[src/hdl/tli_pkg.sv]
// ----------------------------------------------------------------------------
// tli_pkg
// Shared types and constants of the table linear interpolator.
// ----------------------------------------------------------------------------
package tli_pkg;

  localparam int unsigned VALUE_W = 32;
  localparam int unsigned COUNT_W = 11;
  localparam int unsigned INDEX_W = 10;
  localparam int unsigned STATUS_W = 2;

  typedef enum logic [0:0] {
    FUNC_WRITE = 1'b0,
    FUNC_QUERY = 1'b1
  } func_t;

  typedef enum logic [STATUS_W-1:0] {
    STATUS_OK        = 2'd0,
    STATUS_SMALL     = 2'd1,
    STATUS_SATURATED = 2'd2
  } status_t;

  // Item passed from the front part to the back part.
  typedef struct packed {
    logic                      is_small;
    logic signed [VALUE_W-1:0] query;
  } job_t;

endpackage

[src/hdl/tli_queue.sv]
// ----------------------------------------------------------------------------
// tli_queue
// Two-entry queue that decouples the front part from the back part.
// ----------------------------------------------------------------------------
module tli_queue
  import tli_pkg::*;
(
  input  logic clk,
  input  logic rst_n,
  input  logic push_valid,
  output logic push_ready,
  input  job_t push_data,
  output logic pop_valid,
  input  logic pop_ready,
  output job_t pop_data
);

  job_t       mem_r [2];
  logic       wptr_r, rptr_r;
  logic [1:0] cnt_r;
  logic       push, pop;

  assign push_ready = (cnt_r != 2'd2);
  assign pop_valid  = (cnt_r != 2'd0);
  assign pop_data   = mem_r[rptr_r];
  assign push = push_valid && push_ready;
  assign pop  = pop_valid && pop_ready;

  always_ff @(posedge clk) begin
    if (push) begin
      mem_r[wptr_r] <= push_data;
    end
    if (!rst_n) begin
      wptr_r <= 1'b0;
      rptr_r <= 1'b0;
      cnt_r  <= 2'd0;
    end else begin
      if (push) wptr_r <= ~wptr_r;
      if (pop) rptr_r <= ~rptr_r;
      cnt_r <= cnt_r + {1'b0, push} - {1'b0, pop};
    end
  end

endmodule

[config.mk]
export PLATFORM = sky130hd
export DESIGN_NAME = tli_queue
export DESIGN_NICKNAME = d
export VERILOG_FILES = /design/src/hdl/tli_pkg.sv /design/src/hdl/tli_queue.sv
export SDC_FILE = /design/constraint.sdc
export NUM_CORES = 1
export LEC_CHECK = 0
export BUFFER_PORTS_ARGS = -buffer_cell sky130_fd_sc_hd__buf_2
export CAP_MARGIN = 25
export CORE_ASPECT_RATIO = 1.4
export CORE_MARGIN = 2
export CORE_UTILIZATION = 48
export DETAILED_ROUTE_END_ITERATION = 12
export GPL_ROUTABILITY_DRIVEN = 0
export PLACE_DENSITY = 0.74
export SYNTH_ARGS = -nofsm -noshare
export SYNTH_HDL_FRONTEND = slang
export SYNTH_SLANG_ARGS = --single-unit
export TNS_END_PERCENT = 1
[constraint.sdc]
create_clock -name clk -period 3 [get_ports clk]
set_input_delay 0.6 -clock clk [delete_from_list [all_inputs] [get_ports clk]]
set_output_delay 0.6 -clock clk [all_outputs]
set_load 0.1 [all_outputs]
==> qor.csv, run 1 <==
stage,metric,value,unit
logic_synthesis,syn_area_per_cell,21.8,µm²
worst_setup_path,cp-start-kind,register,
cells_and_area,ff_latch_area,2080,µm²
worst_setup_path,worstSetupPathType,register to output pin,
timing,hold_viol,0,
timing,rsz0062_at_grt,false,
timing,worst_slew_pin_slew,513,ps
global_route,grt_pass1_vias,1362,
clock_network,cts_resized,0,
logic_synthesis,yosysSeqAreaShare,75.1,%
cells_and_area,n_antenna_cell,0,
cells_and_area,fillers,443,
status,status,completed,
cells_and_area,drive_gt1_share,57.0,%
timing,finalCritPeriodShare,74.2,%
cells_and_area,syn_to_final_growth,20.3,%
worst_setup_path,cp.required,2400,ps
floorplanning,start_util,50.2,%
logic_synthesis,synth.top_cell.area_share,71.5,%
logic_synthesis,ys_warn_count,0,
logic_synthesis,synth_largest_area_cell,edfxtp_1,
timing,setup_viol,0,
floorplanning,rows,32,
hold_path,hold_path.class,primary input to register,
detailed_routing,route.detailed.drc,0,
floorplanning,ios,72,
timing,finalSetupTns,0,ps
global_route,grt_pass1_wl,6310,µm
clock_network,clock_latency,320,ps
clock_network,hold_buffers,0,
logic_synthesis,synth_async_sr_flop_share,0,%
logic_synthesis,post_synth_num_cell_types,18,
logic_synthesis,synth_most_common_cell,edfxtp_1,
detailed_routing,route.antenna.remaining_nets,0,
global_route,grt_max_degree,34,
logic_synthesis,synth_nets,166,
logic_synthesis,synthTopCellsByCount,"edfxtp_1 (66), mux2_4 (30), dfxtp_1 (5)",
floorplanning,die_height,93.9,µm
clock_network,cts_buffers,9,
placed_design,place_hpwl,2960,µm
logic_synthesis,synth.area.top_cells,"edfxtp_1 (71%), mux2_4 (16%), dfxtp_1 (3.6%)",
clock_network,cts.htree.levels,3,
detailed_routing,num_vias,1366,
clock_network,cts.reportedPaths.clkPinSlew,60,ps
global_route,grt-ovfl-total,0,
timing,fmax,0.449,GHz
global_route,gr-usage-all-layers,14.5,%
cells_and_area,utilization,60.3,%
floorplanning,dieArea,6410,µm²
detailed_routing,wire_per_inst,14.7,µm
detailed_routing,dr.pass1.iters,2,
timing,skew,6.10,ps
detailed_routing,routed_wirelength,4150,µm
worst_setup_path,critPathCaptureType,output pin,
floorplanning,dieWidth,68.2,µm
clock_network,cts-root-buf,clkbuf_8,
clock_network,numClockSinks,71,
flow_run,cap_violations,0,
cells_and_area,multi_input_area,623,µm²
clock_network,post_cts_buffers,0,
logic_synthesis,ys_seq_elements,71,
logic_synthesis,synth-main-ff-cell,edfxtp_1,
cells_and_area,nets,249,
worst_setup_path,cp_max_fo,17,
detailed_routing,drt_iter0_markers,25,
clock_network,cts_tree,yes,
timing,slew_viol_final,0,
floorplanning,coreArea,5530,µm²
logic_synthesis,synth.cell_area,2770,µm²
timing,slew_headroom,66.0,%
timing,finalCriticalPeriod,2230,ps
placed_design,portBuffers,71,
detailed_routing,drt-vias-per-instance,4.84,
global_route,antenna_found_initial,0,
worst_setup_path,cp.arrival,1630,ps
logic_synthesis,synth_edf_count,66,
clock_network,clk_path_buf_depth,2,
logic_synthesis,syn_inst,127,
placed cells by master, fill, tap and decap left out:
master	netlist	final
and2_1	2	2
and3_1	1	1
buf_2	0	71
buf_4	0	5
clkbuf_1	0	3
clkbuf_8	0	9
clkinv_1	0	3
dfxtp_1	5	4
dfxtp_2	0	1
edfxtp_1	66	66
ha_1	2	2
inv_1	1	1
mux2_2	3	3
mux2_4	30	30
mux2i_1	1	1
nand2_1	2	2
nand2b_1	2	2
nor2_4	0	1
nor2b_1	2	2
o21a_2	1	1
or2_2	1	1
xnor2_1	3	3
final cells by class:
class	count	area share [%]
Inverter	1	0.113
Multi-Input combinational cell	51	18.7
Sequential cell	71	62.5
Clock buffer	12	4.05
Tap cell	68	2.55
Timing Repair Buffer	76	11.8
Clock inverter	3	0.338
worst max-delay path, cell delays in order, from the launching register on:
cell and delay, ps:
dfxtp_2 320, buf_4 310, mux2_2 370, buf_2 290
sequential cells by signal, indices dropped and copies added (netlist names), named ones only:
register  flops
wptr_r        1
cnt_r         2
mem_r        66
rptr_r        1
logic make-up after synthesis:
| kind of cell | share of synthesized area, % |
|---|---|
| flops | 75.1 |
| fa+ha+maj | 0.902 |
| xor+xnor | 0.948 |
| simple gates | 2.21 |
| buf+inv | 2.71 |
| mux | 17.8 |
| compound gates | 0.316 |
final timing paths:
path / startpoint / endpoint / slack (ps) / cells after the start
min reg2reg: wptr_r / wptr_r / 520 / 2
max reg2reg: cnt_r[0] / cnt_r[1] / 1320 / 8
max: register / pop_data[32] / 770 / 3
min: push_data[0] / mem_r[1][0] / 460 / 1
stage by stage:
stage                     worst slack, ps  hold WS [ps]  cells  cell area [µm²]
after floorplan                       269           466    127             2780
after global placement               1120           502    267             3190
after detailed placement             1110           517    267             3190
after CTS                             748           444    282             3330
after global routing                  698           443    282             3330
final                                 774           463    282             3330
per-layer routing:
metal	up-vias	global-route usage [%]	wire [µm]
met2	38	24.3	2390
met4	0	11.7	123
li1	655	-	-
met1	662	14.9	1430
met3	11	3.48	198
met5	-	0	0
Power of run 1 is not shown: default switching activity piles up to over one toggle a cycle in this logic, so the estimate is an artifact.
==> run 2: changes to the inputs <==
Settings changed: ABC_AREA from default to 1, CORE_UTILIZATION 48 to 47, PLACE_DENSITY 0.74 to 0.75.
Clock period 3 ns to 1.8 ns, I/O delays scaled along.
==> run 2 against run 1 <==
- critical path depth unchanged
- area after synthesis up 0.18%
- non-clock buffer count unchanged
- via count up 5.0%
- final cell count up 5.3%
- hold slack worse by 250 ps
- flip-flop and latch count unchanged
- register-to-register slack worse by 1100 ps
- clock skew about the same
- sequential share of layout area down 8.0 points
- wire length up 13%
- highest routed layer unchanged
==> qor.csv, run 2 <==
stage,metric,value,unit
status,status,completed,
clock_network,cts.reportedPaths.clkPinSlew,70,ps
global_route,grt-ovfl-total,0,
floorplanning,ios,72,
placed_design,placed_area,3480,µm²
placed_design,portBuffers,71,
global_route,antenna_found_initial,0,
timing,worst_slew_pin_slew,484,ps
placed_design,dp_slack,259,ps
floorplanning,die_height,95.0,µm
power,vdd_drop_max,0.00121,V
power,power_density,1850,nW/µm²
hold_path,min_to,mem_r[0][29],
global_route,grt_pass1_wl,6610,µm
worst_setup_path,cp_max_fo,9,
floorplanning,rows,33,
hold_path,hold_path.class,primary input to register,
placed_design,place_hpwl,3200,µm
cells_and_area,final_design_area_no_fill,3830,µm²
clock_network,cts_buffers,9,
logic_synthesis,synth-main-ff-cell,edfxtp_1,
cells_and_area,nets,261,
cells_and_area,top_register,mem_r,
detailed_routing,drt_iter0_markers,73,
clock_network,clk_path_buf_depth,2,
power,p_leak,1.53,nW
detailed_routing,dr.pass1.iters,4,
clock_network,cts-root-buf,clkbuf_8,
cells_and_area,largest_reg_flops,66,
logic_synthesis,ys_warn_count,0,
detailed_routing,routed_wirelength,4680,µm
cells_and_area,fillers,409,
global_route,grt_max_degree,34,
clock_network,post_cts_buffers,0,
logic_synthesis,synth.top_cell.area_share,71.4,%
logic_synthesis,synth.cell_area,2780,µm²
timing,rsz0062_at_grt,true,
logic_synthesis,yosysSeqAreaShare,75.0,%
worst_setup_path,timing.rr.end,cnt_r[1],
worst_setup_path,regToRegSetupSlack,270,ps
cells_and_area,n_antenna_cell,0,
timing,slew_viol_final,0,
logic_synthesis,syn_inst,139,
worst_setup_path,critPathCaptureType,output pin,
cells_and_area,final_common_cell,edfxtp_1,
clock_network,numClockSinks,71,
worst_setup_path,worstSetupPathType,register to output pin,
timing,timing.final.ws_setup,27.1,ps
timing,finalCritPeriodShare,98.5,%
hold_path,min_path_cells,1,
logic_synthesis,synth.area.top_cells,"edfxtp_1 (71%), mux2_4 (16%), dfxtp_1 (3.6%)",
cells_and_area,syn_to_final_growth,37.9,%
detailed_routing,num_vias,1434,
timing,holdWs,217,ps
flow_run,cap_violations,0,
cells_and_area,final_cell_mix,"edfxtp_1 (66), buf_2 (38), mux2_4 (30)",
clock_network,cts_tree,yes,
worst_setup_path,reg2regPathDepth,10,
worst_setup_path,r2r-start,cnt_r[0],
timing,hold_viol,0,
timing,finalCriticalPeriod,1770,ps
placed_design,post-place-cells,280,
logic_synthesis,post_synth_num_cell_types,12,
logic_synthesis,synth_async_sr_flop_share,0,%
detailed_routing,route.detailed.drc,0,
power,power,0.00707,W
worst_setup_path,cp.arrival,1410,ps
floorplanning,coreArea,5780,µm²
cells_and_area,drive_gt1_share,55.1,%
worst_setup_path,cp-start-kind,register,
detailed_routing,drt-vias-per-instance,4.83,
logic_synthesis,synth_edf_count,66,
floorplanning,dieArea,6550,µm²
floorplanning,start_util,48.1,%
logic_synthesis,synth_nets,178,
detailed_routing,route.antenna.remaining_nets,0,
logic_synthesis,syn_area_per_cell,20.0,µm²
global_route,gr-usage-all-layers,15.0,%
timing,skew,5.79,ps
floorplanning,dieWidth,69.0,µm
logic_synthesis,synth_largest_area_cell,edfxtp_1,
timing,fmax,0.564,GHz
timing,slew_headroom,68.0,%
clock_network,cts.htree.levels,3,
hold_path,worstHoldStart,push_data[29],
timing,setup_viol,0,
detailed_routing,wire_per_inst,15.8,µm
logic_synthesis,ys_seq_elements,71,
logic_synthesis,synth_most_common_cell,edfxtp_1,
global_route,grt_pass1_vias,1407,
logic_synthesis,synthTopCellsByCount,"edfxtp_1 (66), mux2_4 (30), nand2_1 (9), nor2_1 (8), inv_1 (7)",
cells_and_area,top_regs,"mem_r (66), cnt_r (2)",
cells_and_area,instances_no_fill,297,
worst_setup_path,cp.required,1440,ps
clock_network,clock_latency,330,ps
run 2: report_power, final:
part	leakage, nW	switching (W)	internal, W	total, W
logic	0.771	0.00240	0.00119	0.00359
registers	0.658	0.000101	0.00210	0.00220
clock network	0.102	0.000521	0.000770	0.00129
run 2: repair_timing:
action,CTS,global route
gates resized for setup,22,17
cloned,0,1
hold buffers,0,0
endpoints found under the hold margin,0,0
endpoints found under the setup margin,33,32
run 2: cells by family (layout without fill, tap and decap cells):
group / count (synthesis) / count (layout) / synth area share (%)
DFF: 71 / 71 / 75.0
and+or+nand+nor: 20 / 20 / 2.84
buffers and inverters: 11 / 99 / 3.51
adders and majority gates: 2 / 2 / 0.901
AOI/OAI and AO/OA: 2 / 2 / 0.360
muxes: 33 / 33 / 17.4
run 2: critical path, stage by stage (launching register included):
cell and delay, ps:
dfxtp_4 390, buf_12 150, mux2_2 360, buf_8 180
run 2: layout make-up:
type | count | area [µm²] | share of cell area (%)
Timing Repair Buffer | 76 | 811 | 21.2
Sequential cell | 71 | 2090 | 54.4
Clock inverter | 5 | 72.6 | 1.89
Tap cell | 70 | 87.6 | 2.29
Clock buffer | 11 | 131 | 3.43
Multi-Input combinational cell | 57 | 613 | 16.0
Inverter | 7 | 30.0 | 0.784
run 2: how the worst max path moves through the flow:
stage	startpoint	to
CTS	register	pop_data[0]
global placement	register	pop_data[0]
floorplan	cnt_r[0]	mem_r[0][0]
detailed placement	register	pop_data[0]
global route	register	pop_data[0]
finish	register	pop_data[0]
run 2: metal layers:
metal	vias to the layer above	track usage [%]	share of wire, %
met4	0	9.31	2.5
met5	-	0	0
met1	696	14.2	33
met3	12	3.81	4.3
li1	688	-	-
met2	38	27.6	61
run 2: per-stage QoR:
stage / setup TNS, ps / utilization, %
detailed placement: 0 / 60.2
CTS: -222 / 64.7
floorplan: 0 / -
global placement: 0 / 60.2
global route: -323 / 66.3
finish: 0 / 66.3
Note: power is estimated with default switching activity, not from simulation.
==> run 3: changes to the inputs <==
==> constraint.sdc (replaced) <==
create_clock -name clk -period 1.8 [get_ports clk]
set_input_delay 0.09 -clock clk [delete_from_list [all_inputs] [get_ports clk]]
set_output_delay 0.09 -clock clk [all_outputs]
set_load 0.1 [all_outputs]
==> run 3 against run 2 <==
- critical path depth stayed put
- final area barely moved
- core utilization barely moved
- clock skew increased by 4.7 ps
- first-iteration DRC count rose by 44%
- register-to-register slack got worse by 30 ps
- maximum frequency rose by 5.6%
- global-route usage shrank 0.087 points
==> qor.csv, run 3 (same netlist as run 2, synthesis figures left out) <==
stage,metric,value,unit
cells_and_area,largest_reg_flops,66,
cells_and_area,top_regs,"mem_r (66), cnt_r (2)",
timing,finalCritPeriodShare,93.2,%
floorplanning,dieArea,6550,µm²
detailed_routing,routed_wirelength,4590,µm
worst_setup_path,path_cells,"buf_12, mux2_2, buf_2",
clock_network,clk_path_buf_depth,2,
timing,setup_viol,0,
clock_network,post_cts_buffers,0,
flow_run,cap_violations,0,
global_route,use_met1,14.3,%
global_route,grt_pass1_wl,6670,µm
detailed_routing,drt-vias-per-instance,4.77,
cells_and_area,final_cell_mix,"buf_2 (68), edfxtp_1 (66), dlygate4sd3_1 (34)",
timing,hold_viol,0,
floorplanning,dieWidth,69.0,µm
timing,finalSetupTns,0,ps
cells_and_area,fillers,419,
placed_design,portBuffers,71,
worst_setup_path,cp.required,1710,ps
clock_network,cts_tree,yes,
power,switchingPower,0.00299,W
clock_network,cts.htree.levels,3,
timing,slew_headroom,66.5,%
global_route,use_met3,4.41,%
worst_setup_path,cp.arrival,1590,ps
cells_and_area,instances_no_fill,329,
floorplanning,ios,72,
power,p_leak,1.55,nW
hold_path,worstHoldStart,push_valid,
worst_setup_path,cp_slowest_cell,mux2_2,
cells_and_area,top_register,mem_r,
cells_and_area,nets,293,
worst_setup_path,critPathCaptureType,output pin,
status,status,completed,
floorplanning,die_height,95.0,µm
global_route,grt_max_degree,34,
clock_network,cts_buffers,9,
global_route,gr-usage-all-layers,14.9,%
worst_setup_path,cp_max_fo,33,
cells_and_area,syn_to_final_growth,38.0,%
timing,rsz0062_at_grt,false,
detailed_routing,wire_per_inst,13.9,µm
power,internal-power,0.00364,W
worst_setup_path,cpPeakStageDelay,360,ps
placed_design,post-place-cells,279,
power,power_density,1730,nW/µm²
power,vdd_drop_max,0.00149,V
power,combPwrFrac,46.9,%
clock_network,cts-root-buf,clkbuf_8,
global_route,busiest_layer,met2,
hold_path,hold_path.class,primary input to register,
hold_path,min_path_cells,3,
floorplanning,start_util,48.1,%
global_route,grtUsageMet2,25.9,%
clock_network,numClockSinks,71,
cells_and_area,final_common_cell,buf_2,
cells_and_area,n_antenna_cell,0,
global_route,grt_pass1_vias,1496,
global_route,antenna_found_initial,0,
timing,slew_viol_final,0,
worst_setup_path,reg2regPathDepth,10,
power,clockPowerShare,20.3,%
worst_setup_path,worstSetupPathType,register to output pin,
floorplanning,rows,33,
clock_network,clock_latency,340,ps
worst_setup_path,r2r-start,cnt_r[0],
global_route,grt-ovfl-total,0,
detailed_routing,num_vias,1568,
detailed_routing,drt_iter0_markers,105,
cells_and_area,drive_gt1_share,49.0,%
timing,skew,10.5,ps
detailed_routing,route.detailed.drc,0,
cells_and_area,multi_input_area,613,µm²
timing,finalCriticalPeriod,1680,ps
power,power.share.sequential,32.8,%
clock_network,hold_buffers,34,
cells_and_area,ff_latch_area,2080,µm²
timing,worst_slew_pin_slew,507,ps
detailed_routing,route.antenna.remaining_nets,0,
detailed_routing,dr.pass1.iters,4,
placed_design,place_hpwl,2790,µm
clock_network,cts_resized,0,
floorplanning,coreArea,5780,µm²
worst_setup_path,cp-start-kind,register,
timing,fmax,0.596,GHz
clock_network,cts.reportedPaths.clkPinSlew,70,ps
power,sw_frac_of_total,45.1,%
-- run 3: cell count changes in the layout (fill, tap and decap cells not counted), sizes merged --
cell	before	now
buf	75	74
clkinvlp	1	2
dlygate4sd3	0	34
inv	6	7
clkbuf	12	9
-- run 3: area by class of cell --
type | count | share of cell area (%)
Sequential cell | 71 | 54.3
Timing Repair Buffer | 108 | 20.9
Multi-Input combinational cell | 57 | 16.0
Clock buffer | 9 | 3.23
Clock inverter | 7 | 2.48
Tap cell | 70 | 2.28
Inverter | 7 | 0.783
-- run 3: final timing paths --
check                end  slack (ps)
min reg2reg       rptr_r         510
max reg2reg     cnt_r[1]         240
max          pop_data[1]         120
min               wptr_r          50
-- run 3: metal layers --
metal,up-vias,share of wire [%]
li1,751,-
met5,-,0
met2,57,57
met1,744,34
met3,16,4.5
met4,0,4.7
-- run 3: worst max-delay path, delay by kind of cell (launching register included) --
kind / cells / cell delay (ps)
buffers and inverters: 2 / 540
muxes: 1 / 360
DFF: 1 / 340
-- run 3: power by group through the flow --
| stage | clock network (W) | registers (W) | logic, W |
|---|---|---|---|
| final | 0.00135 | 0.00217 | 0.00311 |
| after CTS | 0.00139 | 0.00218 | 0.00312 |
| after floorplan | 0 | 0.00219 | 0.00267 |
| after global routing | 0.00145 | 0.00219 | 0.00322 |
| after detailed placement | 0 | 0.00221 | 0.00306 |
| after global placement | 0 | 0.00220 | 0.00304 |
-- run 3: through the flow --
stage | utilization, % | hold WS (ps) | worst slack [ps] | power, W | instance area [µm²]
global route | 66.3 | 72.1 | 42.7 | 0.00687 | 3830
global placement | 56.6 | 278 | 359 | 0.00523 | 3270
finish | 66.3 | 54.4 | 122 | 0.00663 | 3830
detailed placement | 56.6 | 281 | 248 | 0.00528 | 3270
CTS | 66.3 | 38.4 | 70.6 | 0.00669 | 3830
floorplan | - | 183 | 25.2 | 0.00486 | 2800
